<file path="config.mk">
export PLATFORM = sky130hd
export DESIGN_NAME = dpcw_queue
export DESIGN_NICKNAME = d
export VERILOG_FILES = /design/src/hdl/delayed_pose_camera_to_world_macros.svh /design/src/hdl/dpcw_pkg.sv /design/src/hdl/dpcw_queue.sv
export SDC_FILE = /design/constraint.sdc
export NUM_CORES = 1
export LEC_CHECK = 0
export ABC_CLOCK_PERIOD_IN_PS = 8600
export BUFFER_PORTS_ARGS = -buffer_cell sky130_fd_sc_hd__buf_2
export CORE_ASPECT_RATIO = 1.4
export CORE_MARGIN = 1
export CORE_UTILIZATION = 52
export CTS_CLUSTER_DIAMETER = 80
export DETAILED_ROUTE_END_ITERATION = 10
export PLACE_DENSITY = 0.79
export SLEW_MARGIN = 20
export SYNTH_ARGS = -nofsm -noshare
export SYNTH_HDL_FRONTEND = slang
export SYNTH_SLANG_ARGS = --single-unit
</file>
<file path="constraint.sdc">
create_clock -name clock -period 8.6 [get_ports clock]
set_input_delay 0.86 -clock clock [delete_from_list [all_inputs] [get_ports clock]]
set_output_delay 0.86 -clock clock [all_outputs]
set_load 0.005 [all_outputs]
</file>
<file path="src/hdl/delayed_pose_camera_to_world_macros.svh">
// Assertion macros shared by the delayed-pose rotation block.
`ifndef DELAYED_POSE_CAMERA_TO_WORLD_MACROS_SVH
`define DELAYED_POSE_CAMERA_TO_WORLD_MACROS_SVH

// Same-cycle implication, checked outside reset.
`define DPCW_ASSERT_NOW(label, trig, cons, msg) \
   label: assert property (@(posedge clock) disable iff (reset) (trig) |-> (cons)) \
      else $error(msg);

// Next-cycle implication, checked outside reset.
`define DPCW_ASSERT_NEXT(label, trig, cons, msg) \
   label: assert property (@(posedge clock) disable iff (reset) (trig) |=> (cons)) \
      else $error(msg);

`endif

</file>
<file path="src/hdl/dpcw_pkg.sv">
// Shared types, codes and constants of the delayed-pose rotation block.
package dpcw_pkg;

   localparam logic OP_POSE = 1'b0;
   localparam logic OP_MEAS = 1'b1;

   localparam int CORDIC_STEPS = 20;
   localparam int MAC_STEPS    = 14;
   localparam int SQRT_STEPS   = 32;

   localparam logic signed [33:0] CORDIC_GAIN_Q30 = 34'sd652032874;
   localparam logic signed [34:0] HALF_PI_Q30     = 35'sd1686629713;
   localparam logic signed [34:0] PI_Q30          = 35'sd3373259426;

   typedef struct packed {
      logic full;
      logic empty;
   } q_status_type;

   function automatic logic signed [34:0] atan_q30(input logic [4:0] idx);
      logic signed [34:0] r;
      begin
         case (idx)
            5'd0:    r = 35'sd843314856;
            5'd1:    r = 35'sd497837829;
            5'd2:    r = 35'sd263043836;
            5'd3:    r = 35'sd133525158;
            5'd4:    r = 35'sd67021686;
            5'd5:    r = 35'sd33543515;
            5'd6:    r = 35'sd16775850;
            5'd7:    r = 35'sd8388437;
            5'd8:    r = 35'sd4194282;
            5'd9:    r = 35'sd2097149;
            5'd10:   r = 35'sd1048575;
            5'd11:   r = 35'sd524287;
            5'd12:   r = 35'sd262143;
            5'd13:   r = 35'sd131071;
            5'd14:   r = 35'sd65535;
            5'd15:   r = 35'sd32767;
            5'd16:   r = 35'sd16383;
            5'd17:   r = 35'sd8191;
            5'd18:   r = 35'sd4095;
            5'd19:   r = 35'sd2047;
            default: r = 35'sd0;
         endcase
         return r;
      end
   endfunction

endpackage

</file>
<file path="src/hdl/dpcw_queue.sv">
// Two-entry queue between the front and back parts.
module dpcw_queue import dpcw_pkg::*; #(
   parameter int WIDTH = 128
) (
   input  logic             clock,
   input  logic             reset,
   input  logic             push,
   input  logic [WIDTH-1:0] push_data,
   input  logic             pop,
   output logic [WIDTH-1:0] head_data,
   output q_status_type     status
);

   logic [WIDTH-1:0] mem_ff [2];
   logic             wr_ptr_ff;
   logic             rd_ptr_ff;
   logic [1:0]       count_ff;

   always_ff @(posedge clock) begin
      if (push) begin
         mem_ff[wr_ptr_ff] <= push_data;
      end
   end

   always_ff @(posedge clock) begin
      if (reset) begin
         wr_ptr_ff <= 1'b0;
         rd_ptr_ff <= 1'b0;
         count_ff  <= 2'd0;
      end else begin
         if (push) wr_ptr_ff <= ~wr_ptr_ff;
         if (pop)  rd_ptr_ff <= ~rd_ptr_ff;
         if (push && !pop) count_ff <= count_ff + 2'd1;
         else if (pop && !push) count_ff <= count_ff - 2'd1;
      end
   end

   assign head_data    = mem_ff[rd_ptr_ff];
   assign status.full  = (count_ff == 2'd2);
   assign status.empty = (count_ff == 2'd0);

endmodule

</file>
==> summary.log, run 1 <==
qor: synth.syn-cell-area 9490 sq um
qor: layout.net_count_of_the_finished_layout 829
qor: clocking.cts.hold.buffers_added 0
qor: clocking.cts-htree-levels 1
qor: setup_path.critPathLaunchType flip-flop
qor: layout.area_growth_syn_to_layout 24.06%
qor: clocking.clkSinkCount 261
qor: route.wl_per_cell 18.92 um
qor: clocking.root_buffer sky130_fd_sc_hd__clkbuf_16
qor: floorplan.core 17920 sq um
qor: synth.synth_fp_nets 553
qor: sta.rsz0062_at_grt no
qor: synth.synth.yosys.seq_area_share 82.06%
qor: grt.gr-total-overflow 0
qor: flow_run.drv.max_cap_violation_count 0
qor: setup_path.timing.setup.critical_path_class flip-flop to output port
qor: route.drt_first_pass_iters 4
qor: layout.drive_gt1_share 60.20%
qor: clocking.clock_latency_on_the_worst_skew_pair 500 ps
qor: clocking.longest_clk_path_bufs 3
qor: placement.post-dp-hpwl 12.31 mm
qor: grt.grt_util_all_layers 18.97%
qor: synth.synth-seq-cells 261
qor: clocking.total_clock_buffers_created_by_cts 23
qor: route.wirelength 18.03 mm
qor: clocking.post_cts.repair.setup_buffers 0
qor: power.standby_leakage_power 0.004408 uW
qor: sta.maxSlewViolCount 0
qor: grt.global_route.usage.met2 36.15%
qor: floorplan.effective_utilization_at_floorplan 52.95%
qor: hold_path.min-delay-path-class flip-flop to flip-flop
qor: setup_path.cp_max_fo 77
qor: sta.setup-tns-final 0 ps
qor: synth.synth_top_area_share 81.00%
qor: route.route.detailed.vias_per_inst 5.057
qor: synth.synth_cell_type_count 16
qor: grt.maximum_number_of_pins_on_one_net_before_global_route_repair 80
qor: sta.maxSlewHeadroom 28.00%
qor: synth.synthesis.instances 420
qor: route.vias 4819
qor: grt.global_route.peak_usage_layer met2
qor: grt.grt_pass1_vias 5299
qor: sta.fin_crit 3683 ps
qor: clocking.worst_setup_hold_path_clk_slew 70 ps
qor: clocking.ctsResizeCount 0
qor: placement.gpl.final_weighted_congestion 0.7713
qor: run_status.result_of_the_run completed
qor: sta.setup-violations-final 0
qor: sta.fin_worst_skew 7.874 ps
qor: grt.grtUsageMet3 3.806%
qor: power.pd_cells 241.4 nW/um^2
qor: floorplan.floorplan.die_area 18800 sq um
qor: layout.most-common-layout-cells sky130_fd_sc_hd__buf_2, sky130_fd_sc_hd__edfxtp_1, sky130_fd_sc_hd__mux2_2, sky130_fd_sc_hd__clkbuf_16, sky130_fd_sc_hd__clkbuf_1
qor: floorplan.die_h 161.8 um
qor: grt.met1_capacity_usage_during_global_routing 19.29%
qor: sta.layout_worst_path_cycle_share 42.83%
qor: power.post_layout_total_power 2842 uW
qor: setup_path.worstPathRequired 7740 ps
qor: setup_path.cp-end-kind output port
qor: synth.synth_top_cells_by_area sky130_fd_sc_hd__edfxtp_1, sky130_fd_sc_hd__mux2_2, sky130_fd_sc_hd__buf_6
qor: route.number_of_remaining_drc_errors 0
qor: floorplan.die_w 116.2 um
qor: setup_path.data_arrival_at_the_endpoint_of_the_critical_path 2820 ps
qor: clocking.tritoncts yes
qor: placement.io_buffer_count 261
qor: floorplan.number_of_cell_rows 58
qor: route.antenna_violating_nets_post_route 0
qor: synth.post-synth-top-area-cell sky130_fd_sc_hd__edfxtp_1
qor: grt.grt_antenna_before_repair 2
qor: synth.post_synth.cell_area_avg 22.60 sq um
qor: grt.grt_first_pass_wirelength 26.77 mm
qor: synth.synthesis.yosys.warnings 0
qor: layout.layout_commonest_cell sky130_fd_sc_hd__buf_2
qor: sta.fmax 271.5 MHz
qor: power.max-vdd-ir-drop 0.2287 mV
qor: sta.worst_pin_slew 1080 ps
qor: sta.final_hold_viol_count 0
qor: floorplan.top_level_ports 262
qor: route.drt_first_iter_violations 259
## worst max-delay path, cell delays in order, from the launching register on
cell and delay, ps:
sky130_fd_sc_hd__dfxtp_4 800, sky130_fd_sc_hd__buf_4 850, sky130_fd_sc_hd__mux2_2 440, sky130_fd_sc_hd__buf_2 130
## report_power, final
part,internal [uW],switching (uW)
sequential,1490,28.6
clock,643,424
combinational,135,126
## through the flow
| step | hold WS, ps | area, sq um | setup slack [ps] | cells | util (%) |
|---|---|---|---|---|---|
| floorplan | 461.4 | 9490 | 1560 | 420 | - |
| global placement | 481.9 | 10990 | 5496 | 911 | 61.29 |
| detailed placement | 524.5 | 10990 | 5435 | 911 | 61.29 |
| CTS | 520.0 | 11770 | 4894 | 951 | 65.66 |
| global route | 524.1 | 11770 | 4772 | 952 | 65.67 |
| finish | 536.4 | 11770 | 4917 | 953 | 65.68 |
## final timing paths
check	slack [ps]	start	to	depth (start not counted)
max reg2reg	6170	wr_ptr_ff	mem_ff[1][114]	2
min	540	count_ff[1]	count_ff[1]	2
max	4920	flip-flop	head_data[88]	3
min reg2reg	540	count_ff[1]	count_ff[1]	2
## cell families after synthesis
logic type               count (synthesis)  share of synthesized area (%)
AND/OR/NAND/NOR                          9                         0.4880
XOR/XNOR                                 4                         0.3692
AO/OA/AOI/OAI                            2                         0.1054
multiplexers                           128                          15.19
adder cells (fa/ha/maj)                  1                         0.1318
flip-flops                             261                          82.06
buffers and inverters                   15                          1.661
## metal layers
metal / share of wire [%] / up-vias
li1: - / 2227
met1: 33 / 2363
met2: 57 / 176
met3: 5.8 / 53
met4: 4.3 / 0
met5: 0 / -
## layout make-up
type	instances	area, sq um
clock buffer	29	598.1
sequential	261	7791
multi-input combinational	144	1555
timing repair buffer	265	1336
fill	1240	6151
inverter	1	3.754
clock inverter	11	183.9
tap	240	300.3
antenna	2	5.005
## registers in the layout, summed over array words and instances, names as in the netlist, named ones only
signal,count
mem_ff,256
rd_ptr_ff,1
wr_ptr_ff,1
count_ff,2
## synth_stat cells (all sizes together)
| master | count |
|---|---|
| o21ai | 1 |
| ha | 1 |
| or3 | 1 |
| buf | 14 |
| xor2 | 2 |
| and2 | 1 |
| edfxtp | 256 |
| nor2 | 5 |
| mux2 | 128 |
| dfxtp | 5 |
| xnor2 | 2 |
| a21oi | 1 |
| and2b | 1 |
| nor2b | 1 |
| inv | 1 |
No activity file was read; power rests on OpenSTA's default activity.
==> run 2: changes to the inputs <==
- ABC_CLOCK_PERIOD_IN_PS: 8600 -> 3300
- CORE_UTILIZATION: 52 -> 47
- PLACE_DENSITY: 0.79 -> 0.76
- clock period: 8.6 -> 3.3 ns (I/O delays scaled with it)
==> run 2 against run 1 <==
Register-to-register slack worse by 4700 ps; sequential power grew to 2.6 times the previous value; clock skew is 4.0 ps higher; non-clock buffer count is 80 higher; cell area is 7.6% higher; global-route usage is 1.8 points lower; worst setup slack worse by 4000 ps; first-iteration DRC count is 8.5% lower; clock power grew to 2.6 times the previous value; largest power group unchanged.
==> summary.log, run 2 (same netlist as run 1, synthesis figures left out) <==
qor: clocking.cts.hold.buffers_added 74 [+74]
qor: clocking.post_cts.repair.setup_buffers 0 [unchanged]
qor: run_status.result_of_the_run completed
qor: power.standby_leakage_power 0.004788 uW [+8.6%]
qor: sta.maxSlewHeadroom 53.36% [+25 points]
qor: layout.number_of_fillers_in_the_final_layout 1387 [+12%]
qor: placement.io_buffer_count 261 [unchanged]
qor: route.antenna_violating_nets_post_route 0 [unchanged]
qor: power.pd_cells 592.0 nW/um^2 [+150%]
qor: sta.worst_hold_slack 19.35 ps [-517.1 ps]
qor: floorplan.floorplan.die_area 20770 sq um [+10%]
qor: clocking.root_buffer sky130_fd_sc_hd__clkbuf_16
qor: setup_path.worst_path_max_delay_cell sky130_fd_sc_hd__dfxtp_4
qor: sta.worst_pin_slew 698.2 ps [-381.9 ps]
qor: grt.grt_util_all_layers 17.13% [-1.8 points]
qor: floorplan.effective_utilization_at_floorplan 47.82% [-5.1 points]
qor: route.drt_first_pass_iters 4 [unchanged]
qor: floorplan.die_w 122.1 um [+5.1%]
qor: floorplan.die_h 170.1 um [+5.1%]
qor: sta.fmax 422.9 MHz
qor: sta.setup-violations-final 0 [unchanged]
qor: setup_path.critPathLaunchType flip-flop
qor: setup_path.path_cells buf_4 -> mux2_2 -> buf_2
qor: setup_path.slowest_delay 500 ps [-350 ps]
qor: route.vias 5117 [+6.2%]
qor: route.route.detailed.vias_per_inst 4.878 [-3.5%]
qor: route.wl_per_cell 17.73 um [-6.3%]
qor: clocking.tritoncts yes
qor: sta.maxSlewViolCount 0 [unchanged]
qor: setup_path.timing.setup.critical_path_class flip-flop to output port
qor: setup_path.cp_max_fo 40 [-48%]
qor: sta.final_hold_viol_count 0 [unchanged]
qor: route.drt_first_iter_violations 237 [-8.5%]
qor: flow_run.drv.max_cap_violation_count 0 [unchanged]
qor: clocking.clock_latency_on_the_worst_skew_pair 510 ps [about the same]
qor: grt.grt_first_pass_wirelength 27.29 mm [+2.0%]
qor: clocking.longest_clk_path_bufs 3 [unchanged]
qor: grt.gr-total-overflow 0 [unchanged]
qor: power.max-vdd-ir-drop 0.4176 mV [+83%]
qor: floorplan.top_level_ports 262 [unchanged]
qor: layout.registers.top_by_ff_count mem_ff
qor: setup_path.worstPathRequired 2970 ps [-4770 ps]
qor: grt.maximum_number_of_pins_on_one_net_before_global_route_repair 73 [-8.8%]
qor: grt.grt_antenna_before_repair 2 [unchanged]
qor: floorplan.number_of_cell_rows 61 [+5.2%]
qor: grt.grt_pass1_vias 5619 [+6.0%]
qor: setup_path.sum_of_buffers_and_inverters_on_the_critical_path 2 [unchanged]
qor: clocking.worst_setup_hold_path_clk_slew 70 ps [about the same]
qor: placement.placement.setup.worst_slack 1400 ps [-4036 ps]
qor: layout.drive_gt1_share 55.09% [-5.1 points]
qor: layout.post-route-util 63.81% [-1.9 points]
qor: clocking.cts-htree-levels 1 [unchanged]
qor: setup_path.data_arrival_at_the_endpoint_of_the_critical_path 2030 ps [-790 ps]
qor: clocking.total_clock_buffers_created_by_cts 24 [+4.3%]
qor: layout.net_count_of_the_finished_layout 910 [+9.8%]
qor: layout.most-common-layout-cells sky130_fd_sc_hd__buf_2, sky130_fd_sc_hd__edfxtp_1, sky130_fd_sc_hd__mux2_2, sky130_fd_sc_hd__dlygate4sd3_1, sky130_fd_sc_hd__clkbuf_16
qor: setup_path.cp-end-kind output port
qor: route.number_of_remaining_drc_errors 0 [unchanged]
qor: sta.finalWorstSetupSlack 935.4 ps [-3981 ps]
qor: power.post_layout_total_power 7497 uW [+160%]
qor: hold_path.min-delay-path-class primary input to flip-flop
qor: placement.gpl.final_weighted_congestion 0.7186 [-6.8%]
qor: placement.post-dp-hpwl 11.48 mm [-6.7%]
qor: clocking.ctsResizeCount 0 [unchanged]
qor: layout.area_growth_syn_to_layout 33.43%
qor: layout.layout_commonest_cell sky130_fd_sc_hd__buf_2
qor: layout.largest_register_ff_count 256 [unchanged]
qor: floorplan.core 19840 sq um [+11%]
qor: sta.rsz0062_at_grt no
qor: layout.biggestRegsByFlops mem_ff: 256 flops, count_ff: 2 flops
qor: sta.fin_worst_skew 11.84 ps [+3.967 ps]
qor: setup_path.critical-path-top-delay-family buffers and inverters
qor: route.wirelength 18.60 mm [+3.2%]
qor: sta.fin_crit 2365 ps
qor: sta.layout_worst_path_cycle_share 71.65%
qor: sta.setup-tns-final 0 ps [unchanged]
qor: clocking.clkSinkCount 261 [unchanged]
run 2: final timing paths:
check             slack, ps         start  depth (start not counted)             to
setup reg to reg       1450     wr_ptr_ff                          2  mem_ff[1][32]
setup / recovery        940     flip-flop                          3  head_data[28]
hold / removal           20  push_data[2]                          1   mem_ff[0][2]
hold reg to reg         530     rd_ptr_ff                          2      rd_ptr_ff
run 2: power by group:
group	switching (uW)	internal [uW]	total, uW
Sequential	57.1	3870	3930
Clock	1130	1660	2790
Combinational	359	425	784
run 2: cell type report:
cell class / instances / area [sq um] / area share, %
Antenna cell: 2 / 5.005 / 0.03952
Clock inverter: 15 / 150.1 / 1.186
Timing Repair Buffer: 345 / 2182 / 17.23
Inverter: 1 / 3.754 / 0.02964
Sequential cell: 261 / 7791 / 61.53
Clock buffer: 29 / 660.6 / 5.217
Multi-Input combinational cell: 144 / 1555 / 12.28
Tap cell: 252 / 315.3 / 2.490
run 2: routing by layer:
metal / wire length (um) / vias up / GRT usage, %
li1: - / 2382 / -
met1: 6734 / 2504 / 17.67
met2: 10150 / 188 / 32.62
met3: 1187 / 43 / 3.988
met4: 529 / 0 / 6.893
met5: 0 / - / 0
run 2: per-stage QoR:
step	instances	area, sq um
floorplan	420	9499
global placement	925	11070
detailed placement	925	11070
CTS	1043	12620
finish	1049	12660
global route	1049	12660
run 2: worst reg2reg max path, stage by stage (launching register included):
cell	delay, ps
sky130_fd_sc_hd__dfxtp_1	420
sky130_fd_sc_hd__and2_4	610
sky130_fd_sc_hd__buf_4	480
==> run 3: changes to the inputs <==
- ABC_AREA: unset -> 1
- ABC_CLOCK_PERIOD_IN_PS: 3300 -> 2000
- clock period: 3.3 -> 2 ns (I/O delays scaled with it)
==> run 3 against run 2 <==
First-iteration DRC count rose by 51%; register-to-register slack got worse by 740 ps; wire length rose by 12%; clock power rose by 58%; utilization rose by 3.2 points; cell area rose by 5.0%; sequential power rose by 63%; critical endpoint is now head_data[96]; highest routed layer unchanged.
==> summary.log, run 3 <==
qor: synth.synthesis.yosys.warnings 0 [unchanged]
qor: sta.setup-violations-final 0 [unchanged]
qor: route.number_of_remaining_drc_errors 0 [unchanged]
qor: grt.global_route.peak_usage_layer met2
qor: setup_path.worstPathRequired 1800 ps [-1170 ps]
qor: route.wirelength 20.87 mm [+12%]
qor: hold_path.min-delay-path-class primary input to flip-flop
qor: route.route.detailed.vias_per_inst 4.929 [+1.1%]
qor: setup_path.ff2ff_path_depth 3 [+1]
qor: layout.area_growth_syn_to_layout 39.45%
qor: synth.synth_top_cells_by_area sky130_fd_sc_hd__edfxtp_1, sky130_fd_sc_hd__mux2_2, sky130_fd_sc_hd__clkbuf_8
qor: setup_path.timing.setup.critical_path_class flip-flop to output port
qor: hold_path.min_from push_data[85]
qor: power.seqPwrFrac 52.5% [about the same]
qor: placement.placement.setup.worst_slack 396.5 ps [-1003 ps]
qor: layout.antenna-diode-count 0 [-2]
qor: grt.global_route.usage.met2 37.54% [+4.9 points]
qor: grt.met1_capacity_usage_during_global_routing 20.81% [+3.1 points]
qor: layout.most-common-layout-cells sky130_fd_sc_hd__buf_2, sky130_fd_sc_hd__edfxtp_1, sky130_fd_sc_hd__dlygate4sd3_1, sky130_fd_sc_hd__mux2_2, sky130_fd_sc_hd__clkbuf_16
qor: synth.synth_enable_flop_cells 256 [unchanged]
qor: sta.layout_worst_path_cycle_share 96.78%
qor: synth.synth.yosys.seq_area_share 81.69% [-0.37 points]
qor: power.post_layout_total_power 12230 uW [+63%]
qor: placement.place.detailed.instances 939 [+1.5%]
qor: power.standby_leakage_power 0.005061 uW [+5.7%]
qor: clocking.longest_clk_path_bufs 3 [unchanged]
qor: setup_path.regToRegStartpoint wr_ptr_ff
qor: synth.synth_cell_type_count 15 [-1]
qor: synth.synth-seq-cells 261 [unchanged]
qor: power.p_clk_share 36.1% [-1.1 points]
qor: run_status.result_of_the_run completed
qor: floorplan.die_h 170.5 um [+0.22%]
qor: clocking.root_buffer sky130_fd_sc_hd__clkbuf_16
qor: clocking.tritoncts yes
qor: clocking.clkSinkCount 261 [unchanged]
qor: placement.io_buffer_count 261 [unchanged]
qor: setup_path.timing.reg2reg.setup_slack 710 ps [-740 ps]
qor: floorplan.number_of_cell_rows 61 [unchanged]
qor: setup_path.cp-endpoint head_data[96]
qor: route.drt_first_pass_iters 4 [unchanged]
qor: power.pd_cells 919.9 nW/um^2 [+55%]
qor: setup_path.worstReg2RegEnd mem_ff[1][17]
qor: route.drt_first_iter_violations 357 [+51%]
qor: placement.post-dp-hpwl 12.49 mm [+8.7%]
qor: layout.registers.top_by_ff_count mem_ff
qor: layout.stdcell_count 1118 [+6.6%]
qor: synth.synthTopCellsByCount sky130_fd_sc_hd__edfxtp_1, sky130_fd_sc_hd__mux2_2, sky130_fd_sc_hd__inv_1
qor: route.antenna_violating_nets_post_route 0 [unchanged]
qor: grt.grt_pass1_vias 5982 [+6.5%]
qor: sta.maxSlewViolCount 0 [unchanged]
qor: layout.net_count_of_the_finished_layout 982 [+7.9%]
qor: layout.number_of_fillers_in_the_final_layout 1313 [-5.3%]
qor: grt.maximum_number_of_pins_on_one_net_before_global_route_repair 61 [-16%]
qor: floorplan.top_level_ports 262 [unchanged]
qor: clocking.worst_setup_hold_path_clk_slew 60 ps [about the same]
qor: synth.synth_top_area_share 80.64% [-0.36 points]
qor: synth.synth_fp_nets 564 [+2.0%]
qor: power.max-vdd-ir-drop 0.8299 mV [+99%]
qor: synth.post_synth.cell_area_avg 22.12 sq um [-2.1%]
qor: setup_path.cp-end-kind output port
qor: clocking.cts-htree-levels 1 [unchanged]
qor: floorplan.core 19840 sq um [unchanged]
qor: power.internal_power 9703 uW [+63%]
qor: setup_path.critPathLaunchType flip-flop
qor: synth.synth-main-ff-cell sky130_fd_sc_hd__edfxtp_1
qor: grt.grt_util_all_layers 19.67% [+2.5 points]
qor: power.power_switching 2526 uW [+64%]
qor: sta.fin_worst_skew 8.353 ps [-3.488 ps]
qor: clocking.clock_latency_on_the_worst_skew_pair 500 ps [about the same]
qor: layout.layout_commonest_cell sky130_fd_sc_hd__buf_2
qor: power.net_sw_share 20.66% [+0.071 points]
qor: floorplan.effective_utilization_at_floorplan 48.04% [+0.21 points]
qor: floorplan.die_w 122.4 um [+0.22%]
qor: synth.async_flop_share 0% [unchanged]
qor: placement.gpl.final_weighted_congestion 0.7349 [+2.3%]
qor: layout.drive_gt1_share 50.81% [-4.3 points]
qor: grt.gr-total-overflow 0 [unchanged]
qor: sta.worst_hold_slack 411.9 ps [+392.5 ps]
qor: layout.biggestRegsByFlops mem_ff: 256 flops, count_ff: 2 flops
qor: clocking.total_clock_buffers_created_by_cts 24 [unchanged]
qor: sta.maxSlewHeadroom 75.31% [+22 points]
qor: sta.finalWorstSetupSlack 64.35 ps [-871.0 ps]
qor: synth.post-synth-top-area-cell sky130_fd_sc_hd__edfxtp_1
qor: floorplan.floorplan.die_area 20860 sq um [+0.44%]
qor: sta.rsz0062_at_grt yes
qor: flow_run.drv.max_cap_violation_count 0 [unchanged]
qor: layout.largest_register_ff_count 256 [unchanged]
qor: sta.fin_crit 1936 ps
qor: grt.grt_first_pass_wirelength 30.99 mm [+14%]
qor: grt.grt_antenna_before_repair 0 [-2]
qor: route.vias 5511 [+7.7%]
qor: setup_path.cp_max_fo 36 [-10%]
qor: route.wl_per_cell 18.67 um [+5.3%]
qor: synth.yosysMostFrequentCell sky130_fd_sc_hd__edfxtp_1
qor: sta.worst_pin_slew 370.4 ps [-327.8 ps]
qor: synth.synthesis.instances 431 [+2.6%]
qor: synth.syn-cell-area 9533 sq um [+0.45%]
qor: layout.post-route-util 66.99% [+3.2 points]
qor: sta.final_hold_viol_count 0 [unchanged]
qor: setup_path.data_arrival_at_the_endpoint_of_the_critical_path 1740 ps [-290 ps]
qor: sta.fmax 516.6 MHz
qor: grt.grtUsageMet3 4.000% [+0.012 points]
qor: power.share_comb_of_total_power 11.4% [+0.9 points]
run 3: cell count changes after synthesis, sizes merged, moves of 2 or more:
cell / previous run / this run
nor2: 5 / 7
nand2: 0 / 5
buf: 14 / 6
clkbuf: 0 / 8
xor2: 2 / 0
inv: 1 / 9
run 3: critical path: stages, from the launching register on:
cell and delay (ps):
sky130_fd_sc_hd__dfxtp_4 460, sky130_fd_sc_hd__buf_12 240, sky130_fd_sc_hd__mux2_2 370, sky130_fd_sc_hd__buf_2 130
run 3: power by group through the flow:
stage | registers [uW] | clock network, uW | logic [uW]
2_1_floorplan | 6510 | 0 | 624
3_3_place_gp | 6520 | 0 | 1100
3_5_place_dp | 6540 | 0 | 1140
4_1_cts | 6420 | 4500 | 1410
5_1_grt | 6440 | 4710 | 1500
6_report | 6420 | 4410 | 1400
run 3: per-layer routing:
layer	share of wire (%)	routed length (um)	up-vias
met5	0	0	-
met4	3.1	646	0
met3	6.0	1247	49
met2	56	11640	207
met1	35	7333	2725
li1	-	-	2530
run 3: cell families (layout without fill, tap and decap cells):
kind of cell | count (synthesis) | count (layout) | share of synthesized area, %
and+or+nand+nor | 15 | 15 | 0.6431
AOI/OAI and AO/OA | 2 | 2 | 0.1049
xor gates and xnor gates | 1 | 1 | 0.09189
DFF | 261 | 261 | 81.69
adders and majority gates | 1 | 1 | 0.1312
buffers and inverters | 23 | 458 | 2.218
muxes | 128 | 128 | 15.12
run 3: worst min-delay path by stage:
stage / end / slack [ps] / cells after the start
floorplan: wr_ptr_ff / 270 / 1
global placement: mem_ff[0][68] / 390 / 1
detailed placement: mem_ff[1][54] / 390 / 1
CTS: mem_ff[0][84] / 400 / 2
global route: mem_ff[0][24] / 400 / 2
finish: mem_ff[0][85] / 410 / 2
run 3: layout make-up:
cell class	instances	area (sq um)	area share, %
Multi-Input combinational cell	147	1544	11.61
Inverter	9	37.54	0.2824
Clock inverter	7	55.05	0.4141
Clock buffer	36	716.9	5.393
Tap cell	252	315.3	2.372
Timing Repair Buffer	406	2833	21.31
Sequential cell	261	7792	58.62
run 3: repair_timing:
action,4_1_cts,5_1_grt
setup endpoints to repair,110,42
gates resized for setup,1,1
cloned,1,0
hold buffers,132,0
buffers inserted,4,0
hold endpoints to repair,260,0
run 3: stage by stage:
step	cell area, sq um	setup TNS [ps]
floorplan	9548	-168110
global placement	11150	0
detailed placement	11150	0
CTS	13330	-16.70
global route	13290	-60.96
finish	13290	0
